--- src/hdl/ctpd_pkg.sv ---
package ctpd_pkg;

   // Field widths fixed by the port definition
   localparam int DATA_BITS = 16;
   localparam int HIT_BITS  = 2;

   // Reset values and press rule
   localparam int BASELINE_RESET  = 8000;
   localparam int THRESHOLD_RESET = 500;
   localparam int HITS_FOR_PRESS  = 3;

   typedef struct packed {
      logic                 pressed;
      logic                 channel;
      logic [DATA_BITS-1:0] baseline;
   } result_type;

endpackage

--- src/hdl/cap_touch_press_detector.sv ---
// Channel  Direction  Handshake                Payload
// req      in         req_valid / req_ready    req_sample, req_channel
// rsp      out        rsp_valid / rsp_ready    rsp_pressed, rsp_press_channel, rsp_baseline_out
// csr      in         csr_valid / csr_ready    csr_drop_threshold
//
// One transaction per cycle unless rsp stalls; req passes the input then the result register.
// The per-channel baseline and hit count are read and updated in the
// combinational compute step between the input register and the result register.
// Synchronous active-high reset: baselines to 8000, hit counts to zero,
// threshold to 500, both stages empty. csr_ready is always high.
// A stalled rsp holds the result register and backs up into the input register.
module cap_touch_press_detector #(
   parameter int CHANNELS    = 2,
   parameter int SAMPLE_BITS = 16
) (
   input  logic                           clock,
   input  logic                           reset,
   input  logic                           req_valid,
   output logic                           req_ready,
   input  logic [ctpd_pkg::DATA_BITS-1:0] req_sample,
   input  logic                           req_channel,
   output logic                           rsp_valid,
   input  logic                           rsp_ready,
   output logic                           rsp_pressed,
   output logic                           rsp_press_channel,
   output logic [ctpd_pkg::DATA_BITS-1:0] rsp_baseline_out,
   input  logic                           csr_valid,
   output logic                           csr_ready,
   input  logic [ctpd_pkg::DATA_BITS-1:0] csr_drop_threshold
);
   import ctpd_pkg::*;

   // input register
   logic                 s1_valid_ff;
   logic [DATA_BITS-1:0] s1_sample_ff;
   logic                 s1_channel_ff;
   // result register
   logic                 rsp_valid_ff;
   result_type           rsp_ff;
   // threshold register
   logic [DATA_BITS-1:0] threshold_ff;

   logic                 advance;
   logic                 req_take;
   result_type           result;

   // advance the input stage when the result register is free or draining
   assign advance   = s1_valid_ff & (~rsp_valid_ff | rsp_ready);
   assign req_ready = ~s1_valid_ff | advance;
   assign req_take  = req_valid & req_ready;
   assign csr_ready = 1'b1;

   ctpd_core #(
      .CHANNELS    (CHANNELS),
      .SAMPLE_BITS (SAMPLE_BITS)
   ) u_core (
      .clock     (clock),
      .reset     (reset),
      .upd_en    (advance),
      .sample    (s1_sample_ff),
      .channel   (s1_channel_ff),
      .threshold (threshold_ff),
      .result    (result)
   );

   // control state
   always_ff @(posedge clock) begin
      if (reset) begin
         s1_valid_ff  <= 1'b0;
         rsp_valid_ff <= 1'b0;
         threshold_ff <= DATA_BITS'(THRESHOLD_RESET);
      end else begin
         if (req_ready) begin
            s1_valid_ff <= req_valid;
         end
         if (advance) begin
            rsp_valid_ff <= 1'b1;
         end else if (rsp_ready) begin
            rsp_valid_ff <= 1'b0;
         end
         if (csr_valid) begin
            threshold_ff <= csr_drop_threshold;
         end
      end
   end

   // payload: load on take, hold otherwise
   always_ff @(posedge clock) begin
      if (req_take) begin
         s1_sample_ff  <= req_sample;
         s1_channel_ff <= req_channel;
      end
      if (advance) begin
         rsp_ff <= result;
      end
   end

   assign rsp_valid         = rsp_valid_ff;
   assign rsp_pressed       = rsp_ff.pressed;
   assign rsp_press_channel = rsp_ff.channel;
   assign rsp_baseline_out  = rsp_ff.baseline;

endmodule

--- src/hdl/ctpd_core.sv ---
module ctpd_core #(
   parameter int CHANNELS    = 2,
   parameter int SAMPLE_BITS = 16
) (
   input  logic                           clock,
   input  logic                           reset,
   input  logic                           upd_en,
   input  logic [ctpd_pkg::DATA_BITS-1:0] sample,
   input  logic                           channel,
   input  logic [ctpd_pkg::DATA_BITS-1:0] threshold,
   output ctpd_pkg::result_type           result
);
   import ctpd_pkg::*;

   localparam int IDX_BITS = (CHANNELS > 1) ? $clog2(CHANNELS) : 1;
   localparam int MIX_BITS = SAMPLE_BITS + 5;
   localparam int CMP_BITS = ((SAMPLE_BITS > DATA_BITS) ? SAMPLE_BITS : DATA_BITS) + 1;
   localparam logic [SAMPLE_BITS-1:0] BASE_INIT = SAMPLE_BITS'(BASELINE_RESET);

   logic [SAMPLE_BITS-1:0] baseline_ff [CHANNELS];
   logic [HIT_BITS-1:0]    hit_ff      [CHANNELS];
   logic [SAMPLE_BITS-1:0] baseline_in;
   logic [HIT_BITS-1:0]    hit_in;

   logic [IDX_BITS-1:0]    idx;
   logic                   ch_ok;
   logic [CMP_BITS-1:0]    sample_wide;
   logic [SAMPLE_BITS-1:0] s_use;
   logic [SAMPLE_BITS-1:0] base_cur;
   logic [HIT_BITS-1:0]    hit_cur;
   logic [MIX_BITS-1:0]    mix;
   logic [CMP_BITS-1:0]    low_edge;
   logic                   hit;
   logic [HIT_BITS:0]      hit_sum;
   logic                   full;

   always_comb begin
      idx         = IDX_BITS'(channel);
      ch_ok       = (int'(channel) < CHANNELS);
      // mask the sample to the tracked width
      sample_wide = CMP_BITS'(sample);
      s_use       = sample_wide[SAMPLE_BITS-1:0];
      base_cur    = ch_ok ? baseline_ff[idx] : '0;
      hit_cur     = ch_ok ? hit_ff[idx] : '0;

      // baseline*15 + sample, then divide by 16
      mix         = (MIX_BITS'(base_cur) << 4) - MIX_BITS'(base_cur) + MIX_BITS'(s_use);
      baseline_in = mix[SAMPLE_BITS+3:4];

      // sum formed one bit wider so a large threshold never wraps
      low_edge    = CMP_BITS'(s_use) + CMP_BITS'(threshold);
      hit         = (low_edge < CMP_BITS'(baseline_in));
      hit_sum     = {1'b0, hit_cur} + (HIT_BITS+1)'(1);
      full        = (hit_sum >= (HIT_BITS+1)'(HITS_FOR_PRESS));

      hit_in = hit_cur;
      if (hit) begin
         hit_in = full ? '0 : hit_sum[HIT_BITS-1:0];
      end

      result.pressed  = ch_ok & hit & full;
      result.channel  = channel;
      result.baseline = ch_ok ? DATA_BITS'(baseline_in) : '0;
   end

   always_ff @(posedge clock) begin
      if (reset) begin
         for (int c = 0; c < CHANNELS; c++) begin
            baseline_ff[c] <= BASE_INIT;
            hit_ff[c]      <= '0;
         end
      end else if (upd_en && ch_ok) begin
         baseline_ff[idx] <= baseline_in;
         hit_ff[idx]      <= hit_in;
      end
   end

endmodule
--- config.mk ---
export PLATFORM = sky130hd
export DESIGN_NAME = cap_touch_press_detector
export DESIGN_NICKNAME = d
export VERILOG_FILES = /design/src/hdl/ctpd_pkg.sv /design/src/hdl/cap_touch_press_detector.sv /design/src/hdl/ctpd_core.sv
export SDC_FILE = /design/constraint.sdc
export NUM_CORES = 1
export LEC_CHECK = 0
export ABC_AREA = 1
export BUFFER_PORTS_ARGS = -buffer_cell sky130_fd_sc_hd__buf_2
export CORE_UTILIZATION = 50
export DETAILED_ROUTE_END_ITERATION = 8
export GPL_TIMING_DRIVEN = 0
export PLACE_DENSITY_LB_ADDON = 0.2
export SLEW_MARGIN = 10
export SYNTH_ARGS = -nofsm -noshare
export SYNTH_HDL_FRONTEND = slang
export SYNTH_SLANG_ARGS = --single-unit
--- constraint.sdc ---
create_clock -name clock -period 3.8 [get_ports clock]
set_input_delay 0.38 -clock clock [delete_from_list [all_inputs] [get_ports clock]]
set_output_delay 0.38 -clock clock [all_outputs]
set_load 0.03 [all_outputs]
# [After elaboration in Yosys (flattened, before gate mapping)]
# Memory sizes are Yosys's and may differ from the RTL's. A register that Yosys moved wholly into a read port is not among the register bits.
# Cells that the tools add are included.
[totals] memories=2 reg_bits=53 ram_bits=36 wordCells=43
[memory_table] name="u_core.baseline_ff" words=2 width=16 rd=1 rd_clocked_by_memory_dff=1 write_ports=2 line="ctpd_core.sv:20" text="logic [SAMPLE_BITS-1:0] baseline_ff [CHANNELS];"
[memory_table] name="u_core.hit_ff" words=2 width=2 rd=1 rd_clocked_by_memory_dff=1 write_ports=2 line="ctpd_core.sv:21" text="logic [HIT_BITS-1:0] hit_ff [CHANNELS];"
[classes] n_bitwise=7 reduce_logical=3 magnitude_cmp=2 n_addsub=4 mux=17
[ops] op="20-bit by 16-bit adder with 20-bit output" n=1
[ops] op="20-bit by 16-bit subtractor with 20-bit output" n=1
[ops] op="16-bit by 16-bit adder with 17-bit output" n=1
[ops] op="17-bit by 16-bit less-than comparator with 1-bit output" n=1
[ops] op="16-bit two-way mux" n=1
[ops] op="16-bit OR reduction" n=1
[ops] op="1-bit two-way mux" n=13
[ops] op="2-bit two-way mux" n=3
[ops] op="2-bit by 1-bit adder with 3-bit output (second input constant)" n=1
[ops] op="1-bit bitwise AND" n=3
[ops] op="3-bit by 2-bit >= comparator with 1-bit output (second input constant)" n=1
[ops] op="1-bit NOT" n=2
[ops] op="1-bit bitwise OR" n=2
[ops] op="2-bit nonzero test" n=1
[ops] op="2-bit OR reduction" n=1

# [Longest topological paths before layout]
# Gate-level depths: netlist of the first run.
[logic_depth] ltp_word=8 mapped_depth=30 depth_no_buf=28

# [Cells and area by module]
# A second synthesis of the first run with hierarchy kept.
[hier_totals] cells_unflattened=673 area_unflattened_um2=5938.2
[modules_own_cells] module="ctpd_core" seq_area_each_um2=1081.0 instances=1 cells_per_inst=555 area_per_inst_um2=4241.6
[modules_own_cells] module="cap_touch_press_detector" seq_area_each_um2=1411.4 instances=1 cells_per_inst=118 area_per_inst_um2=1696.6

# [Worst setup path after synthesis of the first run]
# No wires, ideal clock.
[synth_timing] kind="register to register" from="reg with a tool-made name" to="mem u_core.hit_ff[0][0], data pin" required_time_ns=3.546 path_stages_with_launch=26 path_slack_ns=-0.288 t_arrival_ns=3.835 path_buffers=2 period_less_slack_ns=4.088 setup_ns=0.254 path_cell_list="dfxtp_1 -> buf_6 -> inv_2 -> clkbuf_1 -> or2_2 -> o21ai_0 -> inv_1 -> fa_1 -> inv_1 -> ha_1 -> a21oi_1 -> inv_1 -> a21oi_1 -> inv_1 -> a21oi_1 -> nand2_2 -> xnor2_2 -> ha_1 -> a21oi_1 -> nor2_1 -> a211oi_1 -> nor2_1 -> nor2_2 -> nand3_1 -> nand2_1 -> nor2_1"
[synth_lines] item="end, declared" line="ctpd_core.sv:21"

==> results of run 1 <==
==> report_power, final <==
part           internal [uW]  total [uW]  switching (uW)
sequential              1180        1210            33.2
combinational           1040        2470            1420
clock                    502         872             370
total                   2720        4550            1830
==> state kept, by name, summed over array words and instances, names as in the netlist, named ones only <==
register	flops
s1_channel_ff	1
threshold_ff	16
rsp_baseline_out	16
u_core.baseline_ff	32
rsp_pressed	1
s1_valid_ff	1
s1_sample_ff	16
u_core.hit_ff	4
rsp_valid	1
rsp_press_channel	1
==> worst max-delay path by stage <==
stage	startpoint	endpoint	slack [ns]
6_report	register	u_core.hit_ff[1][0]	-0.52
5_1_grt	register	u_core.hit_ff[1][0]	-0.63
4_1_cts	register	u_core.hit_ff[1][0]	-0.27
3_5_place_dp	register	u_core.hit_ff[1][0]	-0.79
3_3_place_gp	register	u_core.hit_ff[1][0]	-0.71
2_1_floorplan	register	u_core.hit_ff[0][0]	-0.16
==> cell usage after synthesis (2+ instances only) <==
cell type | number | area [sq um]
o21ai_0 | 34 | 170
nor2_1 | 74 | 278
ha_1 | 51 | 638
or2_2 | 10 | 62.6
o21ai_2 | 2 | 17.5
o21ai_1 | 3 | 15.0
and2_1 | 2 | 12.5
mux2i_1 | 5 | 50.1
buf_2 | 2 | 10.0
nor3_1 | 4 | 20.0
nand3_2 | 7 | 70.1
dfxtp_1 | 19 | 380
nand4_1 | 5 | 31.3
nand2_2 | 15 | 93.8
xnor2_1 | 4 | 35.0
fa_1 | 13 | 260
xnor2_2 | 4 | 65.1
nor4_1 | 2 | 12.5
xor2_2 | 3 | 48.8
xor2_1 | 13 | 114
nand3_1 | 40 | 200
o21bai_1 | 4 | 30.0
inv_1 | 115 | 432
edfxtp_1 | 71 | 2130
clkbuf_1 | 5 | 18.8
nand2_1 | 114 | 428
a21oi_1 | 35 | 175
inv_2 | 3 | 11.3
a221oi_1 | 2 | 17.5
a31oi_1 | 2 | 12.5
==> logic make-up after synthesis <==
| family | after synthesis | synth area share |
|---|---|---|
| buf+inv | 128 | 0.0829 |
| compound gates | 87 | 0.0823 |
| fa+ha+maj | 64 | 0.151 |
| flops | 90 | 0.421 |
| xor+xnor | 24 | 0.0441 |
| simple gates | 278 | 0.209 |
| mux | 5 | 0.00840 |
| other cells | 1 | 0.000629 |
==> worst max-delay path, delay by kind of cell, from the launching register on <==
family	cells	cell delay, ns
and+or+nand+nor	14	1.38
DFF	1	0.33
AOI/OAI and AO/OA	5	0.89
buffers and inverters	7	0.52
adders and majority gates	3	1.05
==> through the flow <==
| stage | util | total power [uW] | instances |
|---|---|---|---|
| 2_1_floorplan | - | 2330 | 677 |
| 3_3_place_gp | 0.566 | 2650 | 877 |
| 3_5_place_dp | 0.567 | 2700 | 878 |
| 4_1_cts | 0.678 | 4180 | 944 |
| 5_1_grt | 0.709 | 4780 | 949 |
| 6_report | 0.709 | 4550 | 949 |
==> layer usage <==
layer,up-vias,part of all wire,global-route usage
li1,2468,-,-
met1,2455,0.42,0.333
met2,217,0.50,0.453
met3,43,0.048,0.0350
met4,0,0.031,0.153
met5,-,0,0
==> timing repair <==
| item | CTS | global route |
|---|---|---|
| buffers inserted | 50 | 8 |
| pin swaps | 67 | 51 |
| gates resized for setup | 140 | 81 |
| cloned | 1 | 0 |
| setup endpoints to repair | 5 | 6 |
==> final cells by class <==
| type | count | area (sq um) | share of cell area |
|---|---|---|---|
| buffer | 9 | 83.8 | 0.0103 |
| clock buffer | 11 | 233 | 0.0285 |
| clock inverter | 4 | 43.8 | 0.00536 |
| inverter | 119 | 462 | 0.0566 |
| multi-input combinational | 459 | 3880 | 0.475 |
| sequential | 90 | 2510 | 0.308 |
| tap | 143 | 179 | 0.0219 |
| timing repair buffer | 114 | 769 | 0.0943 |
==> flow_metrics.tcl, run 1 <==
set metrics [dict create \
    status "complete, but fails checks" \
    violations "design-rule violations, negative setup slack" \
    drc 12 \
    cts.htree.levels 3 \
    synth_ff_type "edfxtp_1" \
    rsz0062_at_grt "yes" \
    netlist-cell-type-count 44 \
    hold_path.class "in -> reg" \
    min_period_ns 4.32 \
    syn_area_sq_um 5960 \
    grt_overflow 0 \
    crit_path_frequent_cell "nand2_2" \
    report.final.hold_viol_count 0 \
    dp_hpwl_um 10500 \
    areaGrowthSynthToFinish_pct 37.0 \
    reg2reg_depth 29 \
    whs_path_depth 1 \
    critPathLaunchType "register" \
    p_per_area_nw_per_um2 558 \
    holdCritStartpoint "req_sample[13]" \
    synth-seq-area-share 0.421 \
    yosys_warnings 0 \
    relSlewSlack 0.441 \
    grt_max_degree 20 \
    drtAntennaViolNets 0 \
    finalCritPeriodShare 1.14 \
    synth_edf_count 71 \
    start_util 0.518 \
    core_area_sq_um 11500 \
    pre_cts_slack_ns -0.785 \
    gp_congestion 0.893 \
    port_buffers 57 \
    final_common_cell "inv_1" \
    nets 904 \
    cpPeakStageDelay_ns 0.52 \
    required_ns 4.00 \
    drive_gt1_frac 0.404 \
    drtPass1Iterations 7 \
    fin_skew_ns 0.00911 \
    p_leak_uw 0.00366 \
    vias_per_cell 5.46 \
    async_reset_ff_frac 0 \
    cts_sinks 90 \
    r2r_slack_ns -0.52 \
    clock_latency_ns 0.35 \
    ys_ff_latch 90 \
    crit_arrival_ns 4.52 \
    vias 5183 \
    syn_inst 677 \
    groute.usage.overall 0.269 \
    syn_area_per_cell_sq_um 8.80 \
    slew_violations 0 \
    r2r_end "u_core.hit_ff[1][0]" \
    worstSetupPathType "reg -> reg" \
    ir_worst_vdd_mv 0.310 \
    hold_end "s1_sample_ff[13]" \
    cts_tree "done" \
    die_h_um 111 \
    routed_wl_um 16700 \
    tns_ns -2.33 \
    first_global_vias 5291 \
    cts_inserted_buffers 9 \
    placement_rows 39 \
    initialDrtViolationCount 411 \
    nFillCells 793 \
    hold-worst-slack_ns 0.209 \
    antenna_found_initial 0 \
    stdcell_area_sq_um 8160 \
    antennaDiodeCount 0 \
    tightestPinTransition_ns 0.836 \
    finalSetupViolations 5 \
    cts_root_buffer "clkbuf_16" \
    pin_count 59 \
    fp.dieArea_sq_um 12400 \
    worst_slack_ns -0.516 \
    critPathSlowestCell "fa_1" \
    path_clk_slew_ns 0.06 \
    placed_cell_area_sq_um 6530 \
    hold_buffers 0 \
    final_cell_mix "inv_1 (85), nand2_1 (83), edfxtp_1 (71), nor2_1 (62), buf_2 (59)" \
    clockBufferDepth 2 \
    cap_violations 0 \
    post_drt_wl_per_cell_um 17.6 \
    grt_pass1_wl_um 25400 \
    synth_nets 779 \
    endpoint_kind "register" \
    die_w_um 111 \
    path_max_fanout 5 \
    max_freq_mhz 232 \
]
Note: power is estimated with default switching activity, not from simulation.
==> run 2: changes to the inputs <==
--- a/config.mk
+++ b/config.mk
@@ -7,7 +7,7 @@
 export LEC_CHECK = 0
 export ABC_AREA = 1
 export BUFFER_PORTS_ARGS = -buffer_cell sky130_fd_sc_hd__buf_2
-export CORE_UTILIZATION = 50
+export CORE_UTILIZATION = 45
 export DETAILED_ROUTE_END_ITERATION = 8
 export GPL_TIMING_DRIVEN = 0
 export PLACE_DENSITY_LB_ADDON = 0.2
==> flow_metrics.tcl, run 2 (synthesis gave the netlist of run 1 again) <==
set metrics [dict create \
    path_clk_slew_ns 0.06 \
    tightestPinTransition_ns 0.833 \
    pwr-share-comb 0.504 \
    finalCritPeriodShare 1.11 \
    seq_power_share 0.269 \
    relSlewSlack 0.443 \
    power.share.clock 0.227 \
    critPathSlowestCell "fa_1" \
    endpoint_kind "register" \
    largest_register "u_core.baseline_ff" \
    power.internal_uw 2750 \
    finalSetupViolations 5 \
    report.final.hold_viol_count 0 \
    cp.buffers_inverters 5 \
    cpPeakStageDelay_ns 0.52 \
    drive_gt1_frac 0.373 \
    initialDrtViolationCount 306 \
    path_max_fanout 5 \
    p_per_area_nw_per_um2 558 \
    pin_count 59 \
    hold-worst-slack_ns 0.211 \
    finalNonFillerCells 966 \
    placement_rows 41 \
    grt_pass1_wl_um 23900 \
    grt_max_degree 20 \
    p_sw_uw 1750 \
    drtAntennaViolNets 0 \
    areaGrowthSynthToFinish_pct 35.2 \
    dp.cells 907 \
    nets 891 \
    required_ns 3.90 \
    sw_frac_of_total 0.388 \
    first_global_vias 4841 \
    post_drt_wl_per_cell_um 16.3 \
    die_h_um 117 \
    cts.htree.levels 3 \
    gp_congestion 0.886 \
    p_leak_uw 0.00359 \
    path_cells "buf_12 > inv_8 > buf_8 > or2_2 > o21ai_4 > inv_2 > fa_1 > inv_1 > ha_4 > nand2_2 > nor3_1 > nand3_1 > nand3_4 > xnor2_4 > ha_4 > and3_1 > nand3_2 > nor2_4 > nand2_4 > nand2_2 > nand2_1 > nand2_1 > nor2_1" \
    critical-path-top-delay-family "simple AND/OR/NAND/NOR gates" \
    antennaDiodeCount 0 \
    worst_slack_ns -0.413 \
    fp.dieArea_sq_um 13700 \
    groute.usage.overall 0.239 \
    vias 4874 \
    cts_tree "done" \
    max_freq_mhz 237 \
    routed_wl_um 15700 \
    rsz0062_at_grt "yes" \
    start_util 0.467 \
    violations "negative setup slack" \
    cts_root_buffer "clkbuf_16" \
    core_area_sq_um 12800 \
    grt_overflow 0 \
    clock_latency_ns 0.34 \
    ir_worst_vdd_mv 0.284 \
    slew_violations 0 \
    antenna_found_initial 0 \
    cap_violations 0 \
    vias_per_cell 5.05 \
    clockBufferDepth 2 \
    pre_cts_slack_ns -0.854 \
    largest_reg_flops 32 \
    die_w_um 117 \
    worstSetupPathType "reg -> reg" \
    hold_path.class "in -> reg" \
    final_cell_mix "nand2_1 (93), inv_1 (88), edfxtp_1 (71), nor2_1 (64), buf_2 (59)" \
    port_buffers 57 \
    cts_sinks 90 \
    r2r_slack_ns -0.41 \
    cts_inserted_buffers 9 \
    nFillCells 1041 \
    min_period_ns 4.21 \
    dp_hpwl_um 11100 \
    crit_arrival_ns 4.31 \
    fin_skew_ns 0.00749 \
    final_common_cell "nand2_1" \
    status "complete, but fails checks" \
    drc 0 \
    drtPass1Iterations 4 \
    critPathLaunchType "register" \
]
## run 2: worst paths after layout
| path | from | endpoint | cells past startpoint |
|---|---|---|---|
| hold / removal | req_sample[3] | s1_sample_ff[3] | 1 |
| setup / recovery | register | u_core.hit_ff[1][0] | 23 |
| hold reg to reg | threshold_ff[5] | threshold_ff[5] | 2 |
| setup reg to reg | register | u_core.hit_ff[1][0] | 23 |
## run 2: worst reg2reg max path, cell delays in order (launching register included)
cell,delay [ns]
dfxtp_2,0.34
buf_12,0.13
inv_8,0.05
buf_8,0.12
or2_2,0.29
o21ai_4,0.09
inv_2,0.06
fa_1,0.52
inv_1,0.08
ha_4,0.32
nand2_2,0.10
nor3_1,0.40
nand3_1,0.19
nand3_4,0.15
xnor2_4,0.10
ha_4,0.28
and3_1,0.15
nand3_2,0.10
nor2_4,0.13
nand2_4,0.07
nand2_2,0.08
nand2_1,0.05
nand2_1,0.10
nor2_1,0.06
## run 2: through the flow
| stage | power (uW) | setup TNS (ns) | instance area (sq um) | utilization |
|---|---|---|---|---|
| final | 4500 | -1.83 | 8060 | 0.631 |
| after floorplan | 2330 | -0.639 | 6050 | - |
| after global routing | 4750 | -2.55 | 8060 | 0.631 |
| after global placement | 2660 | -22.78 | 6560 | 0.513 |
| after detailed placement | 2710 | -4.05 | 6570 | 0.514 |
| after CTS | 4190 | -1.40 | 7660 | 0.600 |
## run 2: layout make-up
cell class	instances	area (sq um)	share of cell area
flip-flops and latches	90	2510	0.312
clock buffers	10	229	0.0284
multi-input cells	459	3830	0.475
inverters	119	459	0.0570
well taps	172	215	0.0267
clock inverters	6	105	0.0130
repair buffers	101	633	0.0785
plain buffers	9	78.8	0.00978
## run 2: power groups by stage
stage	combinational (uW)	clock, uW	sequential (uW)
finish	2270	1020	1210
global route	2460	1070	1220
CTS	1950	1040	1210
detailed placement	1480	0	1230
global placement	1440	0	1230
floorplan	1040	0	1290
## run 2: metal layers
metal	share of wire	up-vias	GRT usage
met5	0	-	0
met4	0.024	0	0.0945
met3	0.052	21	0.0453
met2	0.49	131	0.412
met1	0.43	2284	0.295
li1	-	2438	-
## run 2: repair_timing
item,CTS,global route
setup endpoints to repair,5,5
gates cloned,1,0
hold buffers,0,0
resized for setup,110,74
setup buffers,29,13
endpoints found under the hold margin,0,0
pin swaps,52,55
